## src/lpfr_pkg.sv

```systemverilog
// Package for the length-prefixed frame receiver: word types, state and
// event codes, request codes and register indexes. No dependencies.
package lpfr_pkg;

    localparam int unsigned HEADER_BYTES = 8;
    localparam int unsigned HCNT_W       = $clog2(HEADER_BYTES);
    localparam int unsigned LEN_W        = 26;
    localparam int unsigned WORD_W       = 32;

    localparam logic [WORD_W-1:0] MAGIC_RESET       = 32'h3130_5456;
    localparam logic [LEN_W-1:0]  MAX_PAYLOAD_RESET = 26'd33554432;

    // request codes
    localparam logic [1:0] REQ_OPEN    = 2'd0;
    localparam logic [1:0] REQ_CONNECT = 2'd1;
    localparam logic [1:0] REQ_BYTE    = 2'd2;
    localparam logic [1:0] REQ_CLOSE   = 2'd3;

    // result event codes
    localparam logic [2:0] EV_CONNECTED      = 3'd0;
    localparam logic [2:0] EV_CONNECT_FAILED = 3'd1;
    localparam logic [2:0] EV_PAYLOAD        = 3'd2;
    localparam logic [2:0] EV_EMPTY          = 3'd3;
    localparam logic [2:0] EV_CLOSED         = 3'd4;
    localparam logic [2:0] EV_BAD_HEADER     = 3'd5;

    // configuration register indexes
    localparam logic CFG_MAGIC_WORD  = 1'b0;
    localparam logic CFG_MAX_PAYLOAD = 1'b1;

    typedef enum logic [3:0] {
        ST_CONNECTING   = 4'b0001,
        ST_DISCONNECTED = 4'b0010,
        ST_HEADER       = 4'b0100,
        ST_PAYLOAD      = 4'b1000
    } t_link_state;

    typedef struct packed {
        logic [1:0] req_type;
        logic       connect_ok;
        logic [7:0] rx_byte;
    } t_item;

    typedef struct packed {
        logic [2:0] event_res;
        logic [7:0] payload_byte;
        logic       last;
    } t_result;

endpackage

```

## src/lpfr_in_reg.sv

```systemverilog
// Input register of the frame receiver: holds one accepted word until the
// parser takes it. Depends on lpfr_pkg.
module lpfr_in_reg (
    input  logic            i_clk,
    input  logic            i_rst_n,
    input  logic            i_valid,
    output logic            o_ready,
    input  lpfr_pkg::t_item i_item,
    input  logic            i_take,
    output logic            o_valid,
    output lpfr_pkg::t_item o_item
);

    logic            r_valid;
    lpfr_pkg::t_item r_item;

    assign o_ready = !r_valid || i_take;
    assign o_valid = r_valid;
    assign o_item  = r_item;

    always_ff @(posedge i_clk) begin
        if (!i_rst_n) begin
            r_valid <= 1'b0;
        end else if (o_ready) begin
            r_valid <= i_valid;
        end
    end

    always_ff @(posedge i_clk) begin
        if (i_valid && o_ready) begin
            r_item <= i_item;
        end
    end

    // a held word is never dropped without being taken
    a_hold: assert property (@(posedge i_clk) disable iff (!i_rst_n)
        r_valid && !i_take |=> r_valid && $stable(r_item))
        else $error("input register lost a word");

endmodule

```

## src/lpfr_parser.sv

```systemverilog
// Link state machine and frame parser: gathers header bytes, checks size
// and magic word, counts payload bytes. Depends on lpfr_pkg.
module lpfr_parser (
    input  logic                           i_clk,
    input  logic                           i_rst_n,
    input  logic                           i_fire,
    input  lpfr_pkg::t_item                i_item,
    input  logic [lpfr_pkg::WORD_W-1:0]    i_magic_word,
    input  logic [lpfr_pkg::LEN_W-1:0]     i_max_payload,
    output logic                           o_has_result,
    output lpfr_pkg::t_result              o_result
);

    lpfr_pkg::t_link_state             r_state, n_state;
    logic [63:0]                       r_hdr, n_hdr;
    logic [lpfr_pkg::HCNT_W-1:0]       r_hcnt, n_hcnt;
    logic [lpfr_pkg::LEN_W-1:0]        r_left, n_left;

    logic [63:0]                       hdr_shift;
    logic [lpfr_pkg::WORD_W-1:0]       hdr_size;
    logic [lpfr_pkg::WORD_W-1:0]       hdr_magic;
    logic                              hdr_done;
    logic                              size_bad;

    // bytes arrive in order, so shift in from the top: byte 0 ends at [7:0]
    assign hdr_shift = {i_item.rx_byte, r_hdr[63:8]};
    assign hdr_size  = hdr_shift[31:0];
    assign hdr_magic = hdr_shift[63:32];
    assign hdr_done  = (r_hcnt == lpfr_pkg::HCNT_W'(lpfr_pkg::HEADER_BYTES - 1));
    assign size_bad  = hdr_size > {{(lpfr_pkg::WORD_W - lpfr_pkg::LEN_W){1'b0}}, i_max_payload};

    always_comb begin
        n_state      = r_state;
        n_hdr        = r_hdr;
        n_hcnt       = r_hcnt;
        n_left       = r_left;
        o_has_result = 1'b0;
        o_result     = '{event_res: lpfr_pkg::EV_CONNECTED, payload_byte: 8'd0, last: 1'b0};
        if (i_fire) begin
            unique case (i_item.req_type)
                lpfr_pkg::REQ_OPEN: begin
                    if (r_state == lpfr_pkg::ST_DISCONNECTED) begin
                        n_state = lpfr_pkg::ST_CONNECTING;
                    end
                end
                lpfr_pkg::REQ_CONNECT: begin
                    if (r_state == lpfr_pkg::ST_CONNECTING) begin
                        o_has_result = 1'b1;
                        if (i_item.connect_ok) begin
                            n_state = lpfr_pkg::ST_HEADER;
                            n_hdr   = '0;
                            n_hcnt  = '0;
                            n_left  = '0;
                        end else begin
                            n_state            = lpfr_pkg::ST_DISCONNECTED;
                            o_result.event_res = lpfr_pkg::EV_CONNECT_FAILED;
                        end
                    end
                end
                lpfr_pkg::REQ_BYTE: begin
                    if (r_state == lpfr_pkg::ST_HEADER) begin
                        n_hdr  = hdr_shift;
                        n_hcnt = r_hcnt + lpfr_pkg::HCNT_W'(1);
                        if (hdr_done) begin
                            n_hdr  = '0;
                            n_hcnt = '0;
                            if (size_bad || hdr_magic != i_magic_word) begin
                                n_state            = lpfr_pkg::ST_DISCONNECTED;
                                o_has_result       = 1'b1;
                                o_result.event_res = lpfr_pkg::EV_BAD_HEADER;
                            end else if (hdr_size == '0) begin
                                o_has_result       = 1'b1;
                                o_result.event_res = lpfr_pkg::EV_EMPTY;
                            end else begin
                                n_left  = hdr_size[lpfr_pkg::LEN_W-1:0];
                                n_state = lpfr_pkg::ST_PAYLOAD;
                            end
                        end
                    end else if (r_state == lpfr_pkg::ST_PAYLOAD) begin
                        n_left                = r_left - lpfr_pkg::LEN_W'(1);
                        o_has_result          = 1'b1;
                        o_result.event_res    = lpfr_pkg::EV_PAYLOAD;
                        o_result.payload_byte = i_item.rx_byte;
                        o_result.last         = (r_left == lpfr_pkg::LEN_W'(1));
                        if (r_left == lpfr_pkg::LEN_W'(1)) begin
                            n_state = lpfr_pkg::ST_HEADER;
                            n_hdr   = '0;
                            n_hcnt  = '0;
                        end
                    end
                end
                lpfr_pkg::REQ_CLOSE: begin
                    if (r_state != lpfr_pkg::ST_DISCONNECTED) begin
                        n_state            = lpfr_pkg::ST_DISCONNECTED;
                        o_has_result       = 1'b1;
                        o_result.event_res = lpfr_pkg::EV_CLOSED;
                    end
                end
                default: begin
                    n_state = r_state;
                end
            endcase
        end
    end

    always_ff @(posedge i_clk) begin
        if (!i_rst_n) begin
            r_state <= lpfr_pkg::ST_DISCONNECTED;
            r_hdr   <= '0;
            r_hcnt  <= '0;
            r_left  <= '0;
        end else begin
            r_state <= n_state;
            r_hdr   <= n_hdr;
            r_hcnt  <= n_hcnt;
            r_left  <= n_left;
        end
    end

    // payload state always has bytes outstanding
    a_left_nonzero: assert property (@(posedge i_clk) disable iff (!i_rst_n)
        r_state == lpfr_pkg::ST_PAYLOAD |-> r_left != '0)
        else $error("payload state with no bytes left");

    // end of message returns to a fresh header
    a_last_restart: assert property (@(posedge i_clk) disable iff (!i_rst_n)
        o_has_result && o_result.last |=> r_state == lpfr_pkg::ST_HEADER && r_hcnt == '0)
        else $error("last byte did not restart header gathering");

endmodule

```

## src/lpfr_out_reg.sv

```systemverilog
// Result register of the frame receiver: holds one result word until the
// consumer takes it. Depends on lpfr_pkg.
module lpfr_out_reg (
    input  logic              i_clk,
    input  logic              i_rst_n,
    input  logic              i_load,
    input  lpfr_pkg::t_result i_result,
    output logic              o_free,
    output logic              o_valid,
    input  logic              i_ready,
    output lpfr_pkg::t_result o_result
);

    logic              r_valid;
    lpfr_pkg::t_result r_result;

    assign o_free   = !r_valid || i_ready;
    assign o_valid  = r_valid;
    assign o_result = r_result;

    always_ff @(posedge i_clk) begin
        if (!i_rst_n) begin
            r_valid <= 1'b0;
        end else if (o_free) begin
            r_valid <= i_load;
        end
    end

    always_ff @(posedge i_clk) begin
        if (i_load && o_free) begin
            r_result <= i_result;
        end
    end

    // a load only ever lands in a free register
    a_no_overwrite: assert property (@(posedge i_clk) disable iff (!i_rst_n)
        i_load |-> o_free)
        else $error("result overwritten before it was taken");

endmodule

```

## src/length_prefixed_frame_receiver_core.sv

```systemverilog
// Top level of the length-prefixed frame receiver.
// Depends on lpfr_pkg, lpfr_in_reg, lpfr_parser and lpfr_out_reg.
//
// Follows one link through open, connect outcome, received byte and close
// words, and splits the byte stream into frames: an 8-byte header (a
// little-endian 32-bit payload size, then a little-endian 32-bit magic word)
// followed by the payload. Each payload byte leaves as a result word with
// last set on the final byte; a zero-size frame gives one empty-message word;
// a size above max_payload or a wrong magic word gives bad header and drops
// the link. One input word is taken every cycle when the result side keeps
// up; a word is held in the input register and, once the result register
// is free, passes the parser into the result register, which presents its
// result. Words that cause no result are simply consumed. The rate is set
// by the single parser stage, which updates link state, header shift
// register and byte counter once per cycle while words are taken.
// Configuration words are taken at once (ready is always high) and must only
// be sent while the block is idle.
module length_prefixed_frame_receiver_core (
    input  logic        i_clk,
    input  logic        i_rst_n,
    // input words
    input  logic        i_in_valid,
    output logic        o_in_ready,
    input  logic [1:0]  i_req_type,
    input  logic        i_connect_ok,
    input  logic [7:0]  i_rx_byte,
    // result words
    output logic        o_out_valid,
    input  logic        i_out_ready,
    output logic [2:0]  o_event_res,
    output logic [7:0]  o_payload_byte,
    output logic        o_last,
    // configuration writes
    input  logic        i_cfg_valid,
    output logic        o_cfg_ready,
    input  logic        i_cfg_index,
    input  logic [31:0] i_cfg_data
);

    lpfr_pkg::t_item                   in_item;
    lpfr_pkg::t_item                   held_item;
    lpfr_pkg::t_result                 pr_result;
    lpfr_pkg::t_result                 out_result;
    logic                              held_valid;
    logic                              out_free;
    logic                              fire;
    logic                              pr_has;
    logic [lpfr_pkg::WORD_W-1:0]       r_magic_word;
    logic [lpfr_pkg::LEN_W-1:0]        r_max_payload;

    assign in_item = '{req_type: i_req_type, connect_ok: i_connect_ok, rx_byte: i_rx_byte};

    // advance the held word whenever the result register can take its outcome
    assign fire = held_valid && out_free;

    // configuration registers: always ready
    assign o_cfg_ready = 1'b1;

    always_ff @(posedge i_clk) begin
        if (!i_rst_n) begin
            r_magic_word  <= lpfr_pkg::MAGIC_RESET;
            r_max_payload <= lpfr_pkg::MAX_PAYLOAD_RESET;
        end else if (i_cfg_valid) begin
            unique case (i_cfg_index)
                lpfr_pkg::CFG_MAGIC_WORD:  r_magic_word  <= i_cfg_data;
                lpfr_pkg::CFG_MAX_PAYLOAD: r_max_payload <= i_cfg_data[lpfr_pkg::LEN_W-1:0];
                default:                   r_magic_word  <= r_magic_word;
            endcase
        end
    end

    lpfr_in_reg u_in_reg (
        .i_clk   (i_clk),
        .i_rst_n (i_rst_n),
        .i_valid (i_in_valid),
        .o_ready (o_in_ready),
        .i_item  (in_item),
        .i_take  (fire),
        .o_valid (held_valid),
        .o_item  (held_item)
    );

    lpfr_parser u_parser (
        .i_clk         (i_clk),
        .i_rst_n       (i_rst_n),
        .i_fire        (fire),
        .i_item        (held_item),
        .i_magic_word  (r_magic_word),
        .i_max_payload (r_max_payload),
        .o_has_result  (pr_has),
        .o_result      (pr_result)
    );

    lpfr_out_reg u_out_reg (
        .i_clk    (i_clk),
        .i_rst_n  (i_rst_n),
        .i_load   (pr_has),
        .i_result (pr_result),
        .o_free   (out_free),
        .o_valid  (o_out_valid),
        .i_ready  (i_out_ready),
        .o_result (out_result)
    );

    assign o_event_res    = out_result.event_res;
    assign o_payload_byte = out_result.payload_byte;
    assign o_last         = out_result.last;

    // a result word only ever comes from a word the parser took
    a_result_source: assert property (@(posedge i_clk) disable iff (!i_rst_n)
        pr_has |-> fire)
        else $error("parser produced a result without taking a word");

endmodule

```

## config.mk

```make
export PLATFORM = sky130hd
export DESIGN_NAME = length_prefixed_frame_receiver_core
export DESIGN_NICKNAME = d
export VERILOG_FILES = /design/src/lpfr_pkg.sv /design/src/lpfr_in_reg.sv /design/src/lpfr_parser.sv /design/src/lpfr_out_reg.sv /design/src/length_prefixed_frame_receiver_core.sv
export SDC_FILE = /design/constraint.sdc
export NUM_CORES = 1
export LEC_CHECK = 0
export BUFFER_PORTS_ARGS = -buffer_cell sky130_fd_sc_hd__buf_2
export CORE_MARGIN = 1
export CORE_UTILIZATION = 35
export DETAILED_ROUTE_END_ITERATION = 10
export SETUP_SLACK_MARGIN = 0.2
export SLEW_MARGIN = 15
export SYNTH_ARGS = -nofsm -noshare
export SYNTH_HDL_FRONTEND = slang
export SYNTH_SLANG_ARGS = --single-unit
export TNS_END_PERCENT = 20
```

## constraint.sdc

```tcl
create_clock -name i_clk -period 4.33 [get_ports i_clk]
set_input_delay 0.6495 -clock i_clk [delete_from_list [all_inputs] [get_ports i_clk]]
set_output_delay 0.6495 -clock i_clk [all_outputs]
set_load 0.01 [all_outputs]
```

==> results of run 1 <==
path summary, 6_finish.rpt:
kind	start	to	slack [ps]
max	u_parser.r_hdr[31]$_SDFFE_PN0P_	u_out_reg.o_result[9]$_SDFFCE_PN0P_	630
min	i_rx_byte[6]	u_in_reg.o_item[6]$_DFFE_PP_	380
max reg2reg	u_parser.r_hdr[31]$_SDFFE_PN0P_	u_out_reg.o_result[9]$_SDFFCE_PN0P_	630
min reg2reg	r_max_payload[23]$_SDFFE_PN0P_	r_max_payload[23]$_SDFFE_PN0P_	460
worst max-delay path, delay by kind of cell (launching register included):
kind,cells,cell delay [ps]
AO/OA/AOI/OAI,2,480
adder cells (fa/ha/maj),1,320
flip-flops,1,350
AND/OR/NAND/NOR,5,2160
power breakdown:
| group | total, mW | switching, mW | internal (mW) | leakage, nW |
|---|---|---|---|---|
| combinational | 0.326 | 0.202 | 0.123 | 1.74 |
| sequential | 1.69 | 0.0361 | 1.66 | 1.40 |
| clock | 1.50 | 0.734 | 0.765 | 0.273 |
flip-flops by register name, summed over array words and instances, names as in the netlist:
register / count
u_in_reg.o_valid: 1
u_out_reg.o_valid: 1
r_magic_word: 32
u_out_reg.o_result: 12
u_parser.r_hcnt: 3
u_parser.r_left: 26
u_in_reg.o_item: 11
u_parser.r_state: 4
r_max_payload: 26
u_parser.r_hdr: 56
metrics by stage:
step	power, mW	hold WS, ps
2_1_floorplan	1.95	436
3_3_place_gp	2.05	442
3_5_place_dp	2.05	447
4_1_cts	3.53	373
5_1_grt	3.65	366
6_report	3.52	380
kinds of logic after synthesis:
| group | count (synthesis) |
|---|---|
| compound gates | 231 |
| xor+xnor | 39 |
| fa+ha+maj | 30 |
| buf+inv | 105 |
| flops | 172 |
| mux | 8 |
| other cells | 1 |
| simple gates | 461 |
cell usage after synthesis, types with 7 or more instances:
library cell	number	area [um2]
buf_2	7	35.0
nor2_1	27	101
a31oi_1	11	68.8
o22ai_1	10	62.6
o21ai_0	24	120
edfxtp_1	23	691
nand4_1	15	93.8
xnor2_1	39	342
or3_1	13	81.3
dfxtp_1	149	2980
inv_1	35	131
and2_1	11	68.8
o211ai_1	13	97.6
mux2i_1	8	80.1
nand3_1	84	420
nor3_1	21	105
nor4_1	18	113
clkbuf_1	59	221
a21oi_1	137	686
nand2_1	245	920
ha_1	30	375
area by class of cell:
type,instances,share of cell area
multi-input cells,770,0.452
flip-flops and latches,172,0.386
repair buffers,79,0.0460
clock buffers,17,0.0447
well taps,319,0.0419
clock inverters,15,0.0155
inverters,36,0.0143
layer usage:
metal | GRT usage | share of wire | wire, um | vias to the layer above
met2 | 0.315 | 0.45 | 10700 | 277
met1 | 0.282 | 0.47 | 11300 | 3577
li1 | - | - | - | 3730
met5 | 0 | 0 | 0 | -
met4 | 0.0747 | 0.020 | 468 | 0
met3 | 0.0341 | 0.058 | 1380 | 35
==> flow_summary.toml, run 1 <==
[timing]
final.setup_skew_ps = 14.8
tns_ps = 0
hold_viol_final = 0
fin_crit_sh = 0.854
final_max_slew_viol_count = 0
timing.final.ws_setup_ps = 631
worst_slew_pin_slew_ps = 1170
setup_violations = 0
fmax_ghz = 0.270
rsz0062_at_grt = "false"
fin_crit_ps = 3700
slew_headroom = 0.220

[pwr]
p_leak_nw = 3.41
peakVddDrop_uv = 255
p_per_area_nw_per_um2 = 369

[clock_network]
cts_hold_buf = 0
cts_root_buffer = "clkbuf_16"
cts_setup_buffers = 0
insertion_delay_ps = 440
clock_path_buffers = 2
h-tree-depth = 4
cts_tree = "yes"
cts_inserted_buffers = 17
cts_resized = 0
cts.sinks = 172
clk_pin_slew_ps = 70

[worst_setup_path]
worst_path_max_delay_cell = "nor2_1"
rr_worst_depth = 8
cp.required_ps = 4380
cp-end-kind = "register"
critPathKind = "register to register"
startpoint_type = "register"
crit_chain = "ha_1, nand4_1, or2_2, or4b_2, a31oi_1, or4_1, a31oi_1, nor2_1"
path_common_cell = "a31oi_1"
critPathMaxStageDelay_ps = 830
cp_max_fo = 12
cp.arrival_ps = 3750

[grt]
grt_max_degree = 106
grt_first_pass_wirelength_um = 38400
antenna_found_initial = 0
track_usage = 0.203
grt_overflow = 0
grt_pass1_vias = 7070

[layout]
drive_above_1_share = 0.118
n_fill_cell = 2405
finalCoreUtilization = 0.406
register_area_um2 = 3670
layoutNonFillerInstCount = 1408
syn2layout_area_growth_pct = 14.0
post-route-cell-area_um2 = 9520
layout_commonest_cell = "nand2_1"
diodes = 0
multi_input_area_um2 = 4300
layout.nets = 1155
layout.cells.most_common_list = "nand2_1 (245), dfxtp_1 (149), a21oi_1 (137)"

[placed_design]
dp_cells = 1376
dpl-instance-area_um2 = 8950
dp_slack_ps = 618
place_congestion = 0.854
dp_hpwl_um = 16200
numPortBuffers = 62

[detailed_routing]
drt_wl_total_um = 23900
wl_per_cell_um = 16.9
postRouteAntennaNets = 0
drc = 0
vias = 7619
drt-pass1-iter-count = 5
viasPerCell = 5.41
drtIter0Drc = 657

[floorplanning]
dieArea_um2 = 24500
die_x_um = 156
fp.dieH_um = 156
ios = 64
start_util = 0.356
num_rows = 56
core_um2 = 23500

[yosys]
synth_compound_area_frac = 0.160
yosys.area_share.simple = 0.255
synthesis.instances = 1047
synth_fa_ha_area_frac = 0.0449
ys_ff_latch = 172
synth_area_um2 = 8350
synthDistinctLibCells = 55
ys_async_sr_fraction = 0
yosys-mux-area-fraction = 0.00959
ys_seq_area_frac = 0.440
synthXorXnorAreaFrac = 0.0409
synth_edf_count = 23
synth_top_family_by_area = "simple AND/OR/NAND/NOR gates"
syn-num-nets = 1126
avgSynthCellArea_um2 = 7.98
ys.flop_type = "dfxtp_1"
yosys_warnings = 0

[job]
cap_violations = 0

[min_path]
hold_path.class = "input pin to register"
holdPathStages = 1

[status]
outcome = "finished clean"
(Power assumes the default switching activity.)
==> run 2, diff against run 1 <==
--- a/config.mk
+++ b/config.mk
@@ -8,6 +8,7 @@
 export BUFFER_PORTS_ARGS = -buffer_cell sky130_fd_sc_hd__buf_2
 export CORE_MARGIN = 1
 export CORE_UTILIZATION = 35
+export CTS_BUF_LIST = sky130_fd_sc_hd__clkbuf_4 sky130_fd_sc_hd__clkbuf_8
 export DETAILED_ROUTE_END_ITERATION = 10
 export SETUP_SLACK_MARGIN = 0.2
 export SLEW_MARGIN = 15
==> flow_summary.toml, run 2 (synthesis results as in run 1) <==
[clock_network]
cts.sinks = 172
cts_tree = "yes"
insertion_delay_ps = 480
cts_hold_buf = 0
cts_inserted_buffers = 17
cts_root_buffer = "clkbuf_8"
cts_setup_buffers = 0
clock_path_buffers = 2
h-tree-depth = 4
clk_pin_slew_ps = 100
cts_resized = 0

[layout]
regMostFlops = "u_parser.r_hdr"
reg_top3 = "u_parser.r_hdr: 56 flops, r_magic_word: 32 flops"
largest_reg_flops = 56
drive_above_1_share = 0.118
diodes = 0
layout_commonest_cell = "nand2_1"
post-route-cell-area_um2 = 9330
syn2layout_area_growth_pct = 11.7
layout.nets = 1155
layout.cells.most_common_list = "nand2_1 (245), dfxtp_1 (149), a21oi_1 (137)"

[timing]
worst_slew_pin_slew_ps = 1150
setup_violations = 0
tns_ps = 0
fin_crit_sh = 0.860
rsz0062_at_grt = "false"
final.setup_skew_ps = 15.3
slew_headroom = 0.235
final_max_slew_viol_count = 0
hold_viol_final = 0
fin_crit_ps = 3720
fmax_ghz = 0.269
hold-worst-slack_ps = 341

[grt]
grt_overflow = 0
antenna_found_initial = 0
grt_max_degree = 106
track_usage = 0.202
grt_pass1_vias = 7064
grt_first_pass_wirelength_um = 38400

[pwr]
p_leak_nw = 3.33
pwr-share-seq = 0.542
p_int_mw = 2.21
peakVddDrop_uv = 187
comb_power_share = 0.104
switching_power_uw = 917
p_per_area_nw_per_um2 = 335
p_sw_frac = 0.294
power_frac_clock = 0.354

[status]
outcome = "finished clean"

[detailed_routing]
postRouteAntennaNets = 0
viasPerCell = 5.36
drc = 0
drt-pass1-iter-count = 5
drt_wl_total_um = 23700
vias = 7553
wl_per_cell_um = 16.8
drtIter0Drc = 625

[placed_design]
dp_hpwl_um = 16200
numPortBuffers = 62
place_congestion = 0.854
dpl-instance-area_um2 = 8950

[worst_setup_path]
worst_path_max_delay_cell = "nor2_1"
path_common_cell = "a31oi_1"
cp-end-kind = "register"
crit_family = "simple AND/OR/NAND/NOR gates"
crit_chain = "ha_1, nand4_1, or2_2, or4b_2, a31oi_1, or4_1, a31oi_1, nor2_1"
crit_cells = 8
path_buf_inv = 0
startpoint_type = "register"
critPathMaxStageDelay_ps = 840
cp_max_fo = 12
critPathKind = "register to register"
rr_worst_depth = 8
cp.arrival_ps = 3820
cp.required_ps = 4430

[floorplanning]
start_util = 0.356
ios = 64
die_x_um = 156
dieArea_um2 = 24500
core_um2 = 23500
fp.dieH_um = 156
num_rows = 56

[job]
cap_violations = 0

[min_path]
holdPathStages = 1
hold_path.class = "input pin to register"
## run 2: cell counts in the layout (fill, tap and decap cells not counted)
No cell type changed its count.
## run 2: path summary, 6_finish.rpt
path | from | endpoint | slack (ps)
max | u_parser.r_hdr[31]$_SDFFE_PN0P_ | u_out_reg.o_result[9]$_SDFFCE_PN0P_ | 610
min | i_rx_byte[6] | u_in_reg.o_item[6]$_DFFE_PP_ | 340
max reg2reg | u_parser.r_hdr[31]$_SDFFE_PN0P_ | u_out_reg.o_result[9]$_SDFFCE_PN0P_ | 610
min reg2reg | r_max_payload[15]$_SDFFE_PN0P_ | r_max_payload[15]$_SDFFE_PN0P_ | 460
## run 2: area by class of cell
type | instances | area [um2]
well taps | 319 | 399
fillers | 2437 | 14100
clock buffers | 17 | 234
inverters | 36 | 136
flip-flops and latches | 172 | 3670
repair buffers | 79 | 438
multi-input cells | 770 | 4300
clock inverters | 15 | 148
## run 2: layer usage
layer  vias to the layer above  global-route usage  share of wire
li1                       3723                   -              -
met1                      3555               0.281           0.47
met2                       245               0.318           0.45
met3                        30              0.0330          0.061
met4                         0              0.0682          0.019
met5                         -                   0              0
## run 2: worst reg2reg max path: stages, from the launching register on
cell,delay [ps]
dfxtp_1,370
ha_1,330
nand4_1,130
or2_2,340
or4b_2,650
a31oi_1,380
or4_1,220
a31oi_1,100
nor2_1,840
## run 2: per-stage QoR
step,util,instances,power [mW],worst slack (ps)
floorplan,-,1047,1.95,995
global placement,0.381,1376,2.05,638
detailed placement,0.381,1376,2.05,618
CTS,0.397,1408,3.15,596
global route,0.397,1408,3.26,289
finish,0.397,1408,3.12,608
## run 2: power groups by stage
stage	sequential [mW]	combinational (mW)	clock [mW]
3_5_place_dp	1.73	0.321	0
6_report	1.69	0.324	1.11
4_1_cts	1.69	0.324	1.13
2_1_floorplan	1.72	0.233	0
3_3_place_gp	1.73	0.323	0
5_1_grt	1.70	0.361	1.20
==> run 3, diff against run 2 <==
--- a/config.mk
+++ b/config.mk
@@ -10,6 +10,7 @@
 export CORE_UTILIZATION = 35
 export CTS_BUF_LIST = sky130_fd_sc_hd__clkbuf_4 sky130_fd_sc_hd__clkbuf_8
 export DETAILED_ROUTE_END_ITERATION = 10
+export RECOVER_POWER = 50
 export SETUP_SLACK_MARGIN = 0.2
 export SLEW_MARGIN = 15
 export SYNTH_ARGS = -nofsm -noshare
==> flow_summary.toml, run 3 (synthesis results as in run 1) <==
[status]
outcome = "complete, but fails checks"
violations = "max-capacitance violations, max-slew violations"

[detailed_routing]
viasPerCell = 5.40
drc = 0
wl_per_cell_um = 16.9
vias = 7605
drt-pass1-iter-count = 6
postRouteAntennaNets = 0
drtIter0Drc = 676
drt_wl_total_um = 23800

[clock_network]
cts_setup_buffers = 0
clk_pin_slew_ps = 100
cts_hold_buf = 0
cts.sinks = 172
cts_resized = 0
h-tree-depth = 4
insertion_delay_ps = 480
cts_tree = "yes"
cts_inserted_buffers = 17
clock_path_buffers = 2
cts_root_buffer = "clkbuf_8"

[timing]
hold_viol_final = 0
fin_crit_sh = 0.856
setup_violations = 0
rsz0062_at_grt = "false"
tns_ps = 0
final_max_slew_viol_count = 149
final.setup_skew_ps = 16.4
slew_headroom = -0.597
worst_slew_pin_slew_ps = 2400
fmax_ghz = 0.270
fin_crit_ps = 3710

[placed_design]
dp_hpwl_um = 16200
dp_cells = 1376
numPortBuffers = 62
place_congestion = 0.854

[floorplanning]
dieArea_um2 = 24500
core_um2 = 23500
start_util = 0.356
die_x_um = 156
fp.dieH_um = 156
ios = 64
num_rows = 56

[grt]
grt_pass1_vias = 7064
grt_max_degree = 106
grt_first_pass_wirelength_um = 38400
track_usage = 0.202
grt_overflow = 0
antenna_found_initial = 0

[layout]
layout_commonest_cell = "nand2_1"
syn2layout_area_growth_pct = 11.4
drive_above_1_share = 0.103
layout.cells.most_common_list = "nand2_1 (245), dfxtp_1 (149), a21oi_1 (137)"
layout.nets = 1155
diodes = 0
regMostFlops = "u_parser.r_hdr"
layoutNonFillerInstCount = 1408
reg_top3 = "u_parser.r_hdr: 56 flops, r_magic_word: 32 flops"
largest_reg_flops = 56

[worst_setup_path]
cp.required_ps = 4440
critPathKind = "register to register"
cp_max_fo = 12
cp.arrival_ps = 3810
startpoint_type = "register"
cp-end-kind = "register"

[pwr]
total_power_mw = 3.12
p_leak_nw = 3.29
p_per_area_nw_per_um2 = 336
peakVddDrop_uv = 187

[min_path]
hold_path.class = "input pin to register"

[job]
cap_violations = 2
run 3: area by class of cell:
type | instances | area [um2]
Inverter | 36 | 136
Clock inverter | 15 | 148
Multi-Input combinational cell | 770 | 4300
Fill cell | 2444 | 14200
Tap cell | 319 | 399
Timing Repair Buffer | 79 | 413
Sequential cell | 172 | 3670
Clock buffer | 17 | 234
run 3: final timing paths:
| path | from | to | slack (ps) | depth (start not counted) |
|---|---|---|---|---|
| hold / removal | i_rx_byte[6] | u_in_reg.o_item[6]$_DFFE_PP_ | 340 | 1 |
| setup / recovery | u_parser.r_hdr[31]$_SDFFE_PN0P_ | u_out_reg.o_result[7]$_SDFFCE_PP0P_ | 620 | 8 |
| hold reg to reg | u_parser.r_hcnt[2]$_SDFFE_PN0P_ | u_parser.r_hcnt[2]$_SDFFE_PN0P_ | 460 | 2 |
| setup reg to reg | u_parser.r_hdr[31]$_SDFFE_PN0P_ | u_out_reg.o_result[7]$_SDFFCE_PP0P_ | 620 | 8 |
run 3: critical path, cell delays in order (launching register included):
cell and delay [ps]:
dfxtp_1 370, ha_1 320, nand4_1 130, or2_2 340, or4b_2 650, a31oi_1 380, or4_1 220, a31oi_1 100
nor2_1 820
run 3: through the flow:
| step | worst slack [ps] | instance area, um2 | util | hold slack (ps) |
|---|---|---|---|---|
| final | 621 | 9300 | 0.396 | 336 |
| after global routing | 289 | 9300 | 0.396 | 313 |
| after floorplan | 995 | 8350 | - | 436 |
| after detailed placement | 618 | 8950 | 0.381 | 447 |
| after global placement | 638 | 8950 | 0.381 | 442 |
| after CTS | 596 | 9330 | 0.397 | 316 |
run 3: per-layer routing:
layer | vias to the layer above | part of all wire | GRT usage | wire (um)
met5 | - | 0 | 0 | 0
met1 | 3601 | 0.47 | 0.281 | 11100
li1 | 3718 | - | - | -
met3 | 29 | 0.062 | 0.0330 | 1470
met4 | 0 | 0.017 | 0.0682 | 405
met2 | 257 | 0.45 | 0.318 | 10800
run 3: power by group:
| part | leakage (nW) | switching (mW) | internal [mW] |
|---|---|---|---|
| registers | 1.40 | 0.0361 | 1.66 |
| logic | 1.70 | 0.201 | 0.123 |
| clock network | 0.185 | 0.682 | 0.426 |
| total | 3.29 | 0.919 | 2.21 |
